**config.mk**
```make
export PLATFORM = sky130hd
export DESIGN_NAME = vqbd_merge
export DESIGN_NICKNAME = d
export VERILOG_FILES = /design/src/rtl/vqbd_pkg.sv /design/src/rtl/vqbd_merge.sv
export SDC_FILE = /design/constraint.sdc
export NUM_CORES = 1
export LEC_CHECK = 0
export CORE_ASPECT_RATIO = 1.4
export CORE_MARGIN = 2
export CORE_UTILIZATION = 64
export CTS_BUF_LIST = sky130_fd_sc_hd__clkbuf_4 sky130_fd_sc_hd__clkbuf_8
export CTS_CLUSTER_DIAMETER = 100
export DETAILED_ROUTE_END_ITERATION = 10
export DONT_BUFFER_PORTS = 1
export HOLD_SLACK_MARGIN = 0.15
export PLACE_DENSITY_LB_ADDON = 0.12
export SYNTH_ARGS = -nofsm -noshare
export SYNTH_HDL_FRONTEND = slang
export SYNTH_SLANG_ARGS = --single-unit
```
**constraint.sdc**
```tcl
create_clock -name clk -period 6.1 [get_ports clk]
set_input_delay 1.22 -clock clk [delete_from_list [all_inputs] [get_ports clk]]
set_output_delay 1.22 -clock clk [all_outputs]
set_load 0.05 [all_outputs]
```
**src/rtl/vqbd_pkg.sv**
```systemverilog
// Shared types and constants for the 4x4 VQ block decoder.
`default_nettype none
package vqbd_pkg;

  localparam int CODEBOOK_ENTRIES = 4096;
  localparam int IDX_W            = $clog2(CODEBOOK_ENTRIES);
  localparam int CODE_IDX_W       = 12;
  localparam int ENTRY_ROWS       = 4;
  localparam int ROW_SEL_W        = 2;
  localparam int ROW_W            = 32;
  localparam int LANES            = 2;
  localparam int STRIP_ROWS       = LANES * ENTRY_ROWS;
  localparam int STRIP_W          = $clog2(STRIP_ROWS);
  localparam int CODE_W           = 24;

  localparam int S_TDATA_W = 72;
  localparam int S_TUSER_W = 2;
  localparam int M_TDATA_W = 40;

  localparam logic [ROW_W-1:0] BLACK_ROW = '1;

  typedef enum logic {
    FUNC_LOAD   = 1'b0,
    FUNC_DECODE = 1'b1
  } func_t;

  // codebook row write, broadcast to every lane
  typedef struct packed {
    logic                 en;
    logic [IDX_W-1:0]     addr;
    logic [ROW_SEL_W-1:0] row;
    logic [ROW_W-1:0]     data;
  } wr_t;

  // per-strip control that rides with the fetched rows
  typedef struct packed {
    logic             blank;
    logic [LANES-1:0] oor;
  } blk_ctl_t;

  typedef logic [ENTRY_ROWS-1:0][ROW_W-1:0] blk_rows_t;

endpackage
`default_nettype wire

```
**src/rtl/vqbd_merge.sv**
```systemverilog
// Merge stage: holds both lanes' blocks and streams the 8-row strip.
`default_nettype none
module vqbd_merge (
  input  wire logic                          clk,
  input  wire logic                          rst,
  input  wire logic                          in_valid,
  input  wire vqbd_pkg::blk_rows_t           in_rows [vqbd_pkg::LANES],
  input  wire vqbd_pkg::blk_ctl_t            in_ctl,
  output logic                               take,
  input  wire logic                          out_ready,
  output logic                               out_valid,
  output logic [vqbd_pkg::ROW_W-1:0]         pixel_row,
  output logic [vqbd_pkg::STRIP_W-1:0]       row_offset,
  output logic                               last
);
  import vqbd_pkg::*;

  logic [ROW_W-1:0]   strip [STRIP_ROWS];
  logic               busy;
  logic [STRIP_W-1:0] cnt;
  logic               cnt_end;

  assign cnt_end = cnt == STRIP_W'(STRIP_ROWS - 1);
  assign take    = in_valid && (!busy || (out_ready && cnt_end));

  always_ff @(posedge clk) begin
    if (rst) begin
      busy <= 1'b0;
      cnt  <= '0;
    end else if (take) begin
      busy <= 1'b1;
      cnt  <= '0;
    end else if (busy && out_ready) begin
      if (cnt_end) begin
        busy <= 1'b0;
      end
      cnt <= cnt + 1'b1;
    end
  end

  // blank and out-of-range are folded in as the strip is loaded
  for (genvar k = 0; k < STRIP_ROWS; k++) begin : g_row
    always_ff @(posedge clk) begin
      if (take) begin
        if (in_ctl.blank) begin
          strip[k] <= BLACK_ROW;
        end else if (in_ctl.oor[k / ENTRY_ROWS]) begin
          strip[k] <= '0;
        end else begin
          strip[k] <= in_rows[k / ENTRY_ROWS][k % ENTRY_ROWS];
        end
      end
    end
  end

  assign out_valid  = busy;
  assign pixel_row  = strip[cnt];
  assign row_offset = cnt;
  assign last       = cnt_end;

endmodule
`default_nettype wire

```
======== Word-level counts from Yosys, hierarchy flattened ========
Memories as Yosys holds them, arrays and structs flattened. A register that Yosys moved wholly into a read port is not among the register bits.
Cells that the tools add are included.
storage, ports and cells
  logic and storage cells ................. 70
  flip-flop bits (word level) ............. 4
  RAM bits ................................ 256
  latch bits .............................. 0
  memories kept ........................... 1
  ROM bits ................................ 0
  output and inout bits ................... 38
cells by class
  $mul .................................... 0
  reductions and logical operators ........ 9
  equal/unequal tests ..................... 1
  muxes and demuxes ....................... 40
  add/subtract/negate cells ............... 1
  shift-type cells ........................ 0
  bitwise operators ....................... 16
  $lt $le $gt $ge ......................... 0
  divide/modulo/power cells ............... 0
memory list
  memory  depth  bits a word  read ports  clocked after Yosys merged registers in  wr ports  line              RTL
  strip   8      32           1           1                                        8         vqbd_merge.sv:18  logic [ROW_W-1:0] strip [STRIP_ROWS];
operator list
  operator               count
  $mux W32               16
  $mux W1                22
  $or A1 B1 Y1           16
  $mux W3                2
  $reduce_bool A2 Y1     2
  $add A3 B1 Y3 const B  1
  $eq A3 B3 Y1 const B   1
  $logic_and A1 B1 Y1    3
  $reduce_and A2 Y1      1
  $reduce_or A2 Y1       1
  $logic_not A1 Y1       1
  $logic_or A1 B1 Y1     1

======== Depth between registers and ports, before layout ========
  word-level depth ........................ 8
  mapped depth ............................ 6
  mapped depth without buffers ............ 4

======== Worst setup path after synthesis ========
No wires, ideal clock.
  path kind ............................... register -> register
  start ................................... register cnt[0], in the netlist row_offset[0]
  end ..................................... memory strip[0][0] (enable)
  buffers on the path ..................... 1
  cell stages (with the launch flop) ...... 6
  library setup time ...................... 0.502 ns
  path slack .............................. 0.778 ns
  required time ........................... 5.598 ns
  arrival ................................. 4.820 ns
  cell sequence ........................... dfxtp_1 ha_1 ha_1 a21bo_2 clkbuf_1 and2_1
RTL lines
  item                    line              RTL
  from (decl)             vqbd_merge.sv:20  logic [STRIP_W-1:0] cnt;
  from (signal assigned)  vqbd_merge.sv:37  cnt <= cnt + 1'b1;
  to (decl)               vqbd_merge.sv:18

======== Worst setup path after layout ========
  start ................................... register cnt[1], in the netlist row_offset[1]
  end ..................................... output take
on the way
  word-level cells in the longest chain between the ends .. 4
ends and longest elaborated chain
  item                 line              RTL
  $eq A3 B3 Y1         vqbd_merge.sv:23  assign cnt_end = cnt == STRIP_W'(STRIP_ROWS - 1);
  via last             vqbd_merge.sv:14  output logic last
  $logic_and A1 B1 Y1  vqbd_merge.sv:24  assign take = in_valid && (!busy || (out_ready && cnt_end));
  $logic_or A1 B1 Y1   vqbd_merge.sv:24
  $logic_and A1 B1 Y1  vqbd_merge.sv:24
  to (decl)            vqbd_merge.sv:9   output logic take,
The timed path passes the listed nets, and every way through them passes these cells.

==> results.toml <==
[outcome]
status = "completed"

[floorplan]
ioPinCount = 301
die_h_um = 177
rows = 63
dieArea_um2 = 22600
die_w_um = 128
core_um2 = 21100
start_util_pct = 64.9

[detailed_routing]
vias = 8901
firstDrtPassIters = 5
wl_per_cell_um = 27.9
drt-initial-drc-count = 1130
drc = 0
ant_nets = 0
wl_mm = 34.3
viasPerCell = 7.22

[synth]
synth_top_family_by_area = "compound AO/OA/AOI/OAI gates"
seq_area_frac_synth_pct = 57.1
netlist_area_um2 = 13700
netlist_instances = 1023
postSynthAreaPerCell_um2 = 13.4
ys_warn_count = 0
yosysUniqueCellTypes = 18
synth_compound_area_share_pct = 16.9
ys_seq_elements = 263
synthXorXnorAreaFrac_pct = 0
muxShareOfSynthArea_pct = 14.2
syn_nets = 1288
synth_simple_gate_area_share_pct = 0.310
synthAdderAreaFrac_pct = 0.182

[placed_design]
io_buffers = 0
hpwl_mm = 20.7
placed_cell_area_um2 = 13500
gp_congestion = 0.812

[critical_path]
critPathMaxFanout = 50
rrSetupSlack_ps = 2100
r2r-end = "strip[3][21]"
cpLargestDelayFamily = "adder cells"
worstSetupPathType = "reg2out"
cpPeakStageDelay_ps = 670
critPathMostFrequentCell = "ha_1"
cp.required_ps = 4880
rr_startpoint = "row_offset[1]"
path_cells = "ha_1 > ha_1 > a21bo_4 > and2_1"
reg2reg_depth = 5
critical_path.endpoint_type = "output port"
timing.critical_path.buf_inv = 0
cp.arrival_ps = 3140
start_kind = "flip-flop"
slowest_stage = "dfxtp_1"

[cts]
cts_tree = "done"
cts.clk_slew.worst_paths_ps = 70
root_buffer = "clkbuf_8"
clk_latency_ps = 520
cts_sinks = 263
cts.path.max_buffers = 3
cts_buffers = 40
cts_resized = 0
cts_hold_buffers = 0
h-tree-depth = 2
postCtsSetupRepairBufs = 0

[timing]
slew_violations = 0
period_share_pct = 71.5
finalSetupTns_ps = 0
timing.hold.ws_ps = 761
setup_violations = 0
period_needed_ps = 4360
fmax_mhz = 229
tightest_slew_ps = 1110
finClkSkew_ps = 21.4
grt_setup_unrepaired = "no"
hold_viol_final = 0
slew_headroom_pct = 26.0

[grt]
overflow = 0
grt_pass1_vias = 8697
grt_pass1_wl_mm = 50.9
grt_max_degree = 266
antenna_found_initial = 2
track_usage_pct = 29.6

[power_and_ir_drop]
p_sw_mw = 0.954
p_leak_nw = 4.71
clkPwrFrac_pct = 38.9
switching_share_pct = 23.8
combPwrFrac_pct = 8.6
intPower_mw = 3.05
total_power_mw = 4.00
seq_power_share_pct = 52.6
ir_drop_uv = 169
powerDensity_nw_per_um2 = 277

[final_layout]
postLayoutCellArea_um2 = 14400
final_util_pct = 68.3
final_nets = 1206
num-fill-cells = 1498
final_common_cell = "inv_1"
area_delta_synth_final_pct = 5.13
drive_above_1_share_pct = 14.7
final_cell_mix = "inv_1, o2111ai_1, edfxtp_1, clkbuf_8, mux4_1"

[flow_run]
cap_viol_max_count = 0

[min_path]
hold_path_end = "out_valid"
hold_depth = 1
worstHoldStart = "rst"
hp-class = "in2reg"
[sequential cells by signal (all words and copies together) (netlist names), named ones only]
signal and count:
out_valid 1, row_offset 3, strip 256
[synth_stat cells]
| master | count | area share [%] |
|---|---|---|
| edfxtp_1 | 256 | 56 |
| clkbuf_1 | 92 | 2.5 |
| o2111ai_1 | 256 | 16 |
| buf_2 | 27 | 0.98 |
| buf_6 | 7 | 0.57 |
| a21bo_2 | 4 | 0.29 |
| dfxtp_1 | 7 | 1.0 |
| mux2_2 | 32 | 2.6 |
| mux4_2 | 24 | 3.9 |
| ha_1 | 2 | 0.18 |
| a221oi_1 | 4 | 0.26 |
| inv_1 | 258 | 7.1 |
| nand3_1 | 2 | 0.073 |
| a21oi_1 | 1 | 0.036 |
| mux4_1 | 40 | 7.7 |
| buf_1 | 6 | 0.16 |
| and2_1 | 4 | 0.18 |
| nand3b_1 | 1 | 0.055 |
[routing by layer]
| metal | wire (µm) | vias up | global-route usage (%) |
|---|---|---|---|
| li1 | - | 3878 | - |
| met1 | 13800 | 4378 | 43.2 |
| met2 | 16600 | 581 | 45.9 |
| met3 | 3000 | 64 | 5.62 |
| met4 | 956 | 0 | 9.34 |
| met5 | 0 | - | 0 |
[kinds of logic after synthesis]
kind of cell / count (synthesis)
buffers and inverters: 390
muxes: 96
DFF: 263
and+or+nand+nor: 7
AOI/OAI and AO/OA: 265
adders and majority gates: 2
[stage by stage]
stage / std cells / worst slack (ps)
2_1_floorplan: 1023 / 778
3_3_place_gp: 1159 / 2210
3_5_place_dp: 1159 / 2150
4_1_cts: 1231 / 1750
5_1_grt: 1233 / 1630
6_report: 1233 / 1740
[worst max-delay path by stage]
stage / from / endpoint / depth (start not counted)
detailed placement: row_offset[1] / strip[1][17] / 5
global route: row_offset[0] / take / 4
finish: row_offset[1] / take / 4
global placement: row_offset[1] / strip[1][18] / 5
CTS: row_offset[1] / take / 4
floorplan: row_offset[0] / strip[0][0] / 5
[power by group through the flow]
stage / clock network, mW / logic, mW / registers, mW
after floorplan: 0 / 0.317 / 2.13
after global placement: 0 / 0.330 / 2.14
after detailed placement: 0 / 0.339 / 2.14
after CTS: 1.56 / 0.341 / 2.10
after global routing: 1.64 / 0.366 / 2.11
final: 1.56 / 0.343 / 2.10
[worst register-to-register path, delay by kind of cell, from the launching register on]
family / cells / cell delay, ps
buffers and inverters: 1 / 550
DFF: 1 / 670
AOI/OAI and AO/OA: 1 / 630
and+or+nand+nor: 1 / 1000
adders and majority gates: 2 / 770
[area by class of cell]
class	count	area, µm²	share of cell area (%)
inverters	258	973	6.75
diodes	2	5.00	0.0347
clock buffers	57	741	5.14
well taps	260	325	2.26
repair buffers	8	60.1	0.416
flip-flops and latches	263	7840	54.3
clock inverters	15	128	0.885
multi-input cells	370	4350	30.2
(Power assumes the default switching activity.)
